**config.mk**
```make
export PLATFORM = sky130hd
export DESIGN_NAME = rect_moving_average_top
export DESIGN_NICKNAME = d
export VERILOG_FILES = /design/src/rtl/core/rma_pkg.sv /design/src/rtl/core/rma_div_serial.sv /design/src/rtl/core/rect_moving_average_top.sv
export SDC_FILE = /design/constraint.sdc
export NUM_CORES = 2
export LEC_CHECK = 0
export BUFFER_PORTS_ARGS = -buffer_cell sky130_fd_sc_hd__buf_2
export CORE_UTILIZATION = 40
export DETAILED_ROUTE_END_ITERATION = 8
export RECOVER_POWER = 50
export SYNTH_ARGS = -nofsm -noshare
export SYNTH_HDL_FRONTEND = slang
export SYNTH_SLANG_ARGS = --single-unit
```
**constraint.sdc**
```tcl
create_clock -name clk -period 14.8 [get_ports clk]
set_input_delay 0 -clock clk [delete_from_list [all_inputs] [get_ports clk]]
set_output_delay 0 -clock clk [all_outputs]
set_load 0.01 [all_outputs]
```
**src/rtl/core/rma_pkg.sv**
```systemverilog
package rma_pkg;

  localparam int COORD_W       = 20;
  localparam int NUM_COORD     = 4;
  localparam int RECT_W        = COORD_W * NUM_COORD;
  localparam int WIN_LEN_W     = 5;
  localparam logic [WIN_LEN_W-1:0] WIN_LEN_RESET = 5'd4;

  typedef enum logic [2:0] {
    ST_IDLE = 3'b001,
    ST_UPD  = 3'b010,
    ST_DIV  = 3'b100
  } state_t;

endpackage

```
**src/rtl/core/rma_div_serial.sv**
```systemverilog
module rma_div_serial #(
  parameter int SUMW = 24,
  parameter int CNTW = 5
) (
  input  logic                              clk,
  input  logic                              rst_n,
  input  logic                              start,
  input  logic signed [SUMW-1:0]            dividend,
  input  logic        [CNTW-1:0]            divisor,
  output logic                              busy,
  output logic signed [rma_pkg::COORD_W-1:0] quotient
);

  localparam int CW = $clog2(SUMW + 1);

  logic [CW-1:0]   count_r, count_nxt;
  logic [SUMW-1:0] quo_r, quo_nxt;
  logic [CNTW-1:0] rem_r, rem_nxt;
  logic [CNTW-1:0] div_r;
  logic            neg_r;
  logic [CNTW:0]   shifted;
  logic [CNTW:0]   sub;
  logic            ge;
  logic [SUMW-1:0] quo_signed;

  assign busy    = (count_r != '0);
  assign shifted = {rem_r, quo_r[SUMW-1]};
  assign ge      = (shifted >= {1'b0, div_r});
  assign sub     = shifted - {1'b0, div_r};

  always_comb begin
    count_nxt = count_r;
    quo_nxt   = quo_r;
    rem_nxt   = rem_r;
    if (start) begin
      count_nxt = CW'(SUMW);
      quo_nxt   = dividend[SUMW-1] ? (~dividend + SUMW'(1)) : dividend;
      rem_nxt   = '0;
    end else if (busy) begin
      count_nxt = count_r - CW'(1);
      quo_nxt   = {quo_r[SUMW-2:0], ge};
      rem_nxt   = ge ? sub[CNTW-1:0] : shifted[CNTW-1:0];
    end
  end

  always_ff @(posedge clk) begin
    if (!rst_n) begin
      count_r <= '0;
    end else begin
      count_r <= count_nxt;
    end
  end

  always_ff @(posedge clk) begin
    quo_r <= quo_nxt;
    rem_r <= rem_nxt;
    if (start) begin
      div_r <= divisor;
      neg_r <= dividend[SUMW-1];
    end
  end

  // sign restored on the magnitude quotient: truncation toward zero
  assign quo_signed = neg_r ? (~quo_r + SUMW'(1)) : quo_r;
  assign quotient   = quo_signed[rma_pkg::COORD_W-1:0];

endmodule

```
**src/rtl/core/rect_moving_average_top.sv**
```systemverilog
// Moving average of rectangles (four signed Q16.4 corner coordinates). Each
// request is stored in a ring of up to WINDOW_MAX entries and one result, the
// per-coordinate mean over the entries held so far (truncated toward zero),
// comes back for it. Requests are handled one at a time: a new request is
// taken only once the result of the last one is loaded into the output
// register. A restoring divider produces one quotient bit per cycle, four
// coordinate lanes in parallel. A finished result waits in the output
// register while the next request is taken. The ring has no clearing pass;
// entries are read only once written. window_length is taken as 1 when 0
// and as WINDOW_MAX when larger; write it only while idle.
module rect_moving_average_top #(
  parameter int WINDOW_MAX = 16
) (
  input  logic                        clk,
  input  logic                        rst_n,
  input  logic                        in_tvalid,
  output logic                        in_tready,
  // left_x, top_y, right_x, bottom_y (20 bits each, lowest first)
  input  logic [rma_pkg::RECT_W-1:0]  in_tdata,
  output logic                        out_tvalid,
  input  logic                        out_tready,
  // mean_left_x, mean_top_y, mean_right_x, mean_bottom_y (20 bits each)
  output logic [rma_pkg::RECT_W-1:0]  out_tdata,
  input  logic                        cfg_wr_en,
  input  logic [rma_pkg::WIN_LEN_W-1:0] cfg_wr_data
);

  localparam int CW   = rma_pkg::COORD_W;
  localparam int NC   = rma_pkg::NUM_COORD;
  localparam int RW   = rma_pkg::RECT_W;
  localparam int CNTW = $clog2(WINDOW_MAX + 1);
  localparam int IDXW = (WINDOW_MAX > 1) ? $clog2(WINDOW_MAX) : 1;
  localparam int SUMW = CW + $clog2(WINDOW_MAX);
  localparam int CMPW = (CNTW > rma_pkg::WIN_LEN_W) ? CNTW : rma_pkg::WIN_LEN_W;

  rma_pkg::state_t state_r, state_nxt;

  logic [rma_pkg::WIN_LEN_W-1:0] window_length_r;
  logic [CNTW-1:0]               fill_count_r, fill_count_nxt;
  logic [IDXW-1:0]               write_slot_r, write_slot_nxt;
  logic [IDXW-1:0]               slot_r, slot_nxt;
  logic                          append_r, append_nxt;
  logic [RW-1:0]                 in_rect_r;
  logic [RW-1:0]                 old_rect_r;
  logic [RW-1:0]                 ring_mem [WINDOW_MAX];
  logic signed [SUMW-1:0]        sum_r   [NC];
  logic signed [SUMW-1:0]        sum_nxt [NC];
  logic signed [CW-1:0]          quo     [NC];
  logic [NC-1:0]                 div_busy;
  logic                          div_start;
  logic                          in_req;
  logic                          out_load;
  logic                          out_tvalid_r;
  logic [RW-1:0]                 out_tdata_r;

  logic [CMPW-1:0] win_ext, fill_ext, eff_win;
  logic [CNTW-1:0] slot_inc;

  assign in_tready  = (state_r == rma_pkg::ST_IDLE);
  assign in_req     = in_tvalid && in_tready;
  assign div_start  = (state_r == rma_pkg::ST_UPD);
  assign out_load   = (state_r == rma_pkg::ST_DIV) && (div_busy == '0) &&
                      (!out_tvalid_r || out_tready);
  assign out_tvalid = out_tvalid_r;
  assign out_tdata  = out_tdata_r;

  always_comb begin
    win_ext  = CMPW'(window_length_r);
    fill_ext = CMPW'(fill_count_r);
    if (win_ext == '0) begin
      eff_win = CMPW'(1);
    end else if (win_ext > CMPW'(WINDOW_MAX)) begin
      eff_win = CMPW'(WINDOW_MAX);
    end else begin
      eff_win = win_ext;
    end
    append_nxt = (fill_ext < eff_win);
    if (append_nxt) begin
      slot_nxt = IDXW'(fill_count_r);
    end else if (CNTW'(write_slot_r) < fill_count_r) begin
      slot_nxt = write_slot_r;
    end else begin
      slot_nxt = '0;
    end
  end

  assign slot_inc = CNTW'(slot_r) + CNTW'(1);

  always_comb begin
    fill_count_nxt = fill_count_r;
    write_slot_nxt = write_slot_r;
    if (div_start) begin
      if (append_r) begin
        fill_count_nxt = fill_count_r + CNTW'(1);
      end else begin
        write_slot_nxt = (slot_inc < fill_count_r) ? IDXW'(slot_inc) : '0;
      end
    end
  end

  always_comb begin
    for (int k = 0; k < NC; k++) begin
      sum_nxt[k] = sum_r[k] + SUMW'(signed'(in_rect_r[k*CW +: CW]));
      if (!append_r) begin
        sum_nxt[k] = sum_nxt[k] - SUMW'(signed'(old_rect_r[k*CW +: CW]));
      end
    end
  end

  always_comb begin
    state_nxt = state_r;
    case (state_r)
      rma_pkg::ST_IDLE: if (in_req) state_nxt = rma_pkg::ST_UPD;
      rma_pkg::ST_UPD:  state_nxt = rma_pkg::ST_DIV;
      rma_pkg::ST_DIV:  if (out_load) state_nxt = rma_pkg::ST_IDLE;
      default:          state_nxt = rma_pkg::ST_IDLE;
    endcase
  end

  always_ff @(posedge clk) begin
    if (!rst_n) begin
      state_r         <= rma_pkg::ST_IDLE;
      window_length_r <= rma_pkg::WIN_LEN_RESET;
      fill_count_r    <= '0;
      write_slot_r    <= '0;
      out_tvalid_r    <= 1'b0;
      for (int k = 0; k < NC; k++) begin
        sum_r[k] <= '0;
      end
    end else begin
      state_r      <= state_nxt;
      fill_count_r <= fill_count_nxt;
      write_slot_r <= write_slot_nxt;
      if (cfg_wr_en) begin
        window_length_r <= cfg_wr_data;
      end
      if (div_start) begin
        for (int k = 0; k < NC; k++) begin
          sum_r[k] <= sum_nxt[k];
        end
      end
      if (out_load) begin
        out_tvalid_r <= 1'b1;
      end else if (out_tready) begin
        out_tvalid_r <= 1'b0;
      end
    end
  end

  always_ff @(posedge clk) begin
    if (in_req) begin
      in_rect_r  <= in_tdata;
      slot_r     <= slot_nxt;
      append_r   <= append_nxt;
      old_rect_r <= ring_mem[slot_nxt];
    end
    if (div_start) begin
      ring_mem[slot_r] <= in_rect_r;
    end
    if (out_load) begin
      for (int k = 0; k < NC; k++) begin
        out_tdata_r[k*CW +: CW] <= quo[k];
      end
    end
  end

  for (genvar g = 0; g < NC; g++) begin : g_lane
    rma_div_serial #(
      .SUMW (SUMW),
      .CNTW (CNTW)
    ) u_div (
      .clk      (clk),
      .rst_n    (rst_n),
      .start    (div_start),
      .dividend (sum_nxt[g]),
      .divisor  (fill_count_nxt),
      .busy     (div_busy[g]),
      .quotient (quo[g])
    );
  end

  a_fill_bound: assert property (@(posedge clk) disable iff (!rst_n)
    fill_count_r <= CNTW'(WINDOW_MAX))
    else $error("fill count above ring depth");

  a_slot_valid: assert property (@(posedge clk) disable iff (!rst_n)
    (fill_count_r != '0) |-> (CNTW'(write_slot_r) < fill_count_r))
    else $error("write slot outside filled entries");

  a_div_nonzero: assert property (@(posedge clk) disable iff (!rst_n)
    (state_r == rma_pkg::ST_DIV) |-> (fill_count_r != '0))
    else $error("divide by zero fill count");

  a_lanes_lock: assert property (@(posedge clk) disable iff (!rst_n)
    div_start |=> (div_busy == '1))
    else $error("divider lanes out of step");

endmodule
```
-- Word-level counts from Yosys, hierarchy flattened
Memories as Yosys holds them, arrays and structs flattened. A register that Yosys moved wholly into a read port is not among the register bits.
Cells that the tools add are included.
- reductions and logical operators: 19
- bitwise gates (word level): 14
- equal/unequal tests: 5
- add/sub/neg operators: 26
- muxes and demuxes: 53
- $lt $le $gt $ge: 8
- operators with widths (cell ; count):
    2-to-1 mux 24 bit ; 20
    adder 24 x 2 -> 24 bit, second input constant ; 4
    adder 24 x 20 -> 24 bit ; 4
    NOT 24 bit ; 4
    subtractor 24 x 20 -> 24 bit ; 4
    adder 20 x 1 -> 20 bit, second input constant ; 4
    2-to-1 mux 20 bit ; 4
    2-to-1 mux 5 bit ; 16
    NOT 20 bit ; 4
    greater-or-equal comparator 6 x 5 -> 1 bit ; 4
    nonzero test 5 bit ; 4
    subtractor 5 x 1 -> 5 bit, second input constant ; 4
    subtractor 5 bit ; 4
    2-to-1 mux 4 bit ; 3
    < comparator 5 bit ; 2
    nonzero test 2 bit ; 5
    one-hot mux 3 bit (3 select lines) ; 1
    2-to-1 mux 1 bit ; 7
    2-to-1 mux 3 bit ; 2
    adder 4 x 1 -> 5 bit, second input constant ; 1
    adder 5 x 1 -> 5 bit, second input constant ; 1
    > comparator 5 bit, second input constant ; 1
    zero test 5 bit ; 1
    < comparator 4 x 5 -> 1 bit ; 1
    other kinds (13) ; 20
- memories kept: 2
- output and inout bits: 82
- word-level logic and storage cells: 157
- input port bits: 90
- flip-flop bits (word level): 328
- memory bits (writable): 1376
- memory list (name ; words ; bits a word ; rd ports ; clocked after memory_dff ; write ports ; line ; text):
    ring_mem ; 16 ; 80 ; 1 ; 1 ; 1 ; rect_moving_average_top.sv:45 ; logic [RW-1:0] ring_mem [WINDOW_MAX];
    sum_r ; 4 ; 24 ; 4 ; 0 ; 4 ; rect_moving_average_top.sv:46 ; logic signed [SUMW-1:0] sum_r [NC];

-- Logic depth before layout (Yosys ltp)
An unclocked memory read counts as a cell.
- word-level depth: 8
- depth in mapped cells: 24
- depth with buffers taken out: 22

-- Cells and area by module
From an unflattened synthesis, not the netlist that was laid out.
- cell total of the unflattened synthesis: 5646
- area, all modules: 83068.4 µm²
- by module, submodules not included (module ; cells an instance ; seq. area each (µm²) ; times used ; area each (µm²)):
    rect_moving_average_top ; 4326 ; 49037.0 ; 1 ; 71046.9
    rma_div_serial ; 330 ; 1101.1 ; 4 ; 3005.4

-- Worst setup path before layout
OpenSTA, ideal clock, no wires.
- path kind: reg-to-reg
- from: register g_lane[2].u_div.count_r[0]
- to: register state_r[2]
- clock period less this slack: 10.555 ns
- path buffers: 0
- arrival: 10.430 ns
- library setup time: 0.125 ns
- required time: 14.675 ns
- path slack: 4.245 ns
- stages on the path, launching flop included: 8
- path through: dfxtp_1 -> inv_1 -> ha_1 -> nor4b_1 -> nand3_1 -> nor4_1 -> o21ai_0 -> and2_1
- cells in the longest elaborated chain, start to end: 6
- ends and longest elaborated chain (what ; line ; text):
    start, declared ; rma_div_serial.sv:16 ; logic [CW-1:0] count_r, count_nxt;
    start signal, assigned ; rma_div_serial.sv:50 ; count_r <= count_nxt;
    nonzero test 5 bit ; rma_div_serial.sv:26 ; assign busy = (count_r != '0);
    zero test 4 bit ; rect_moving_average_top.sv:62 ; assign out_load = (state_r == rma_pkg::ST_DIV) && (div_busy == '0) &&
    logical AND 1 bit (2 in series) ; rect_moving_average_top.sv:62 ;
    named net out_load ; rect_moving_average_top.sv:52 ; logic out_load;
    inequality test 2 bit (no line) ; -- ;
    AND reduction 2 bit (no line) ; -- ;
    end signal, assigned ; rect_moving_average_top.sv:122 ; state_r <= rma_pkg::ST_IDLE;
    end signal, assigned ; rect_moving_average_top.sv:131 ; state_r <= state_nxt;
    end, declared ; rect_moving_average_top.sv:36 ; rma_pkg::state_t state_r, state_nxt;
The timed path passes the listed nets, and every way through them passes these cells.
A chain may end at the register's enable or synchronous reset.

-- Final worst setup path
- from: register state_r[0]
- to: register in_rect_r[23] (enable)
- cells in the longest elaborated chain, start to end: 2
- ends and longest elaborated chain (what ; line ; text):
    == test 3 x 1 -> 1 bit ; rect_moving_average_top.sv:59 ; assign in_tready = (state_r == rma_pkg::ST_IDLE);
    logical AND 1 bit ; rect_moving_average_top.sv:60 ; assign in_req = in_tvalid && in_tready;
    named net in_req ; rect_moving_average_top.sv:51 ; logic in_req;
    end signal, assigned ; rect_moving_average_top.sv:152 ; in_rect_r <= in_tdata;
    end, declared ; rect_moving_average_top.sv:43 ; logic [RW-1:0] in_rect_r;
The timed path passes the listed nets, and every way through them passes these cells.

==> results.yml <==
status:
  status: "complete, but fails checks"
  violations: "capacitance limit, slew limit"
grt:
  grt.total_usage_pct: 21.21
  grt_max_degree: 149
  grt_pass1_wl_mm: 335.4
  antenna_found_initial: 13
  grt.overflow.total: 0
  grt_pass1_vias: 52460
yosys:
  synthArstFlopShare_pct: 0
  seq_area_frac_synth_pct: 64.13
  postSynthAreaPerCell_um2: 12.39
  synth_cell_types: 121
  synth-seq-cells: 1784
  synth-edff-count: 1726
  yosys_warnings: 0
  synth_area_um2: 82640
  syn_nets: 7006
  ys.flop_type: "edfxtp_1"
  synthCells: 6669
min_path:
  min_path_type: "in -> reg"
power:
  clock_power_share_pct: 34.8
  powerDensity_nw_per_um2: 139.1
  peakVddDrop_uv: 92.57
  power_leakage_nw: 32.23
  comb_power_share_pct: 16.9
  p_seq_share_pct: 48.3
  switching_power_mw: 3.672
  p_sw_share_pct: 28.16
  internal_power_mw: 9.366
floorplanning:
  die_h_um: 456.5
  pin_count: 172
  die_w_um: 456.5
  core-area_um2: 205000
  die_area_um2: 208400
  rows: 166
  initial_utilization_pct: 40.31
setup_path:
  endpoint_kind: "flip-flop"
  r2r_cells: 4
  crit_end: "in_rect_r[23]"
  startpoint: "state_r[0]"
  reg2reg_to: "in_rect_r[23]"
  critical_path_required_ns: 15.26
  start_kind: "flip-flop"
  crit_chain: "nor3b_1 > and2_0 > clkbuf_1 > buf_4"
  crit_path_max_incr_delay_ns: 6.00
  crit_type: "reg -> reg"
  slowest_stage: "clkbuf_1"
  reg2reg_from: "state_r[0]"
  worstPathMaxFanout: 101
  r2r_slack_ns: 4.58
  worstPathArrival_ns: 10.68
sta:
  fin_ws_ns: 4.577
  min_period_over_period_pct: 69.07
  hold_viol: 0
  worst_slew_pin_slew_ns: 8.500
  max_slew_margin_pct: -466.6
  fmax_ghz: 0.09782
  setup_viol: 0
  skew_ns: 0.03928
  drv_slew: 412
  fin_crit_ns: 10.22
  hold_slack_ns: 0.1828
  tns_ns: 0
  rsz0062_at_grt: "no"
layout:
  layout_commonest_cell: "edfxtp_1"
  final_util_pct: 45.71
  multi_input_area_um2: 27700
  fill_cells: 18380
  syn2layout_area_growth_pct: 13.39
  area.sequential_um2: 52990
  most-common-layout-cells: "edfxtp_1 (1726), nand2_1 (947), nor2_1 (529)"
  final_nets: 7307
  fin_area_um2: 93700
  layout-drive-gt1-share_pct: 7.074
place:
  dp_slack_ns: 8.299
  place_congestion: 0.9009
  dpl_cell_area_um2: 86250
  io_buffers: 171
  hpwl_mm: 132.9
clock_tree:
  cts_buffers: 185
  postCtsHoldBufs: 182
  post-cts-setup-buffer-count: 0
  cts_resized: 0
  htree_num_levels: 4
  clkSlewWorstSetupHoldPaths_ns: 0.06
  clock-sinks: 1784
  insertion_delay_ns: 0.85
  clockBufferDepth: 3
  cts_root_buffer: "clkbuf_16"
  tritoncts: "built"
route:
  drtIter0Drc: 5121
  drtAntennaViolNets: 0
  avgViaCountPerCell: 5.633
  drc_errors: 0
  postRouteWirelength_mm: 227.3
  dr_total_vias: 55300
  firstDrtPassIters: 8
  wl_per_cell_um: 23.15
flow_run:
  maxCapViolations: 9
==> kinds of logic after synthesis <==
| group | count (synthesis) | synth area share (%) |
|---|---|---|
| xor gates and xnor gates | 288 | 3.078 |
| adders and majority gates | 247 | 3.849 |
| muxes | 231 | 2.827 |
| AOI/OAI and AO/OA | 1318 | 10.97 |
| buffers and inverters | 492 | 2.507 |
| DFF | 1784 | 64.13 |
| and+or+nand+nor | 2309 | 12.64 |
==> through the flow <==
stage          instances  total power, mW
2_1_floorplan       6669            7.863
3_3_place_gp        9289            8.493
3_5_place_dp        9289            8.543
4_1_cts             9813            13.10
5_1_grt             9814            13.58
6_report            9817            13.04
==> state kept, by name (all words and copies together) (netlist names), 5 cells and up <==
name and count:
out_tdata 80, fill_count_r 5, g_lane.u_div.count_r 20, ring_mem 1280, old_rect_r 80, g_lane.u_div.quo_r 96
win_ext 5, sum_r 96, g_lane.u_div.div_r 5, in_rect_r 80, g_lane.u_div.rem_r 20
==> layer usage <==
| metal | global-route usage, % | up-vias | share of wire, % |
|---|---|---|---|
| met5 | 0 | - | 0.031 |
| met4 | 5.338 | 10 | 2.1 |
| met3 | 2.750 | 335 | 6.2 |
| met2 | 34.18 | 1807 | 46 |
| met1 | 30.21 | 27540 | 46 |
| li1 | - | 25610 | - |
==> layout make-up <==
| class | count | area share (%) |
|---|---|---|
| diodes | 4 | 0.01068 |
| clock buffers | 227 | 5.164 |
| clock inverters | 115 | 1.095 |
| inverters | 173 | 0.7037 |
| multi-input cells | 4393 | 29.56 |
| flip-flops and latches | 1784 | 56.55 |
| well taps | 2688 | 3.589 |
| repair buffers | 433 | 3.322 |
==> critical path, delay by kind of cell, from the launching register on <==
family | cells | cell delay [ns]
buf+inv | 2 | 7.34
flops | 1 | 0.34
simple gates | 2 | 1.92
==> power groups by stage <==
stage	logic (mW)	registers [mW]	clock network, mW
2_1_floorplan	1.63	6.23	0
3_3_place_gp	2.12	6.37	0
3_5_place_dp	2.15	6.39	0
4_1_cts	2.20	6.29	4.62
5_1_grt	2.45	6.33	4.80
6_report	2.20	6.30	4.54
==> cell usage after synthesis (all sizes together), types with 12 or more instances <==
cell type,instances,area [µm²]
nand2b,38,237.7
or3,30,187.7
edfxtp,1726,51830
a21o,78,590.6
o21a,33,247.7
or2,17,106.4
a21oi,206,1072
nand3,325,1632
inv,173,649.4
buf,100,520.5
a32oi,83,727.0
a31oi,118,738.2
nand2,952,3583
xnor2,204,1794
xor2,83,727.0
a211o,20,176.4
nor2,530,1989
ha,235,2940
dfxtp,58,1161
and3,35,220.2
nor4,13,96.34
and2,126,788.3
o21bai,12,90.09
nor3,76,380.4
o31ai,49,372.9
fa,12,240.2
mux2i,212,2122
clkbuf,216,849.6
nand4,35,225.2
mux2,19,214.0
o21ai,327,1644
a2111oi,93,850.8
a211oi,129,990.9
a21boi,16,120.1
o41ai,14,160.2
o211ai,31,237.7
or4,24,183.9
nor3b,12,90.09
nor2b,55,344.1
==> how the worst min path moves through the flow <==
stage	startpoint	end	slack (ns)	depth (start not counted)
final	in_tdata[58]	in_rect_r[58]	0.18	2
after detailed placement	in_tdata[15]	in_rect_r[15]	0.18	1
after global routing	in_tdata[58]	in_rect_r[58]	0.12	2
after floorplan	in_tdata[0]	in_rect_r[0]	0.1	0
after global placement	in_tdata[15]	in_rect_r[15]	0.18	1
after CTS	in_tdata[58]	in_rect_r[58]	0.008	2
(Power assumes the default switching activity.)
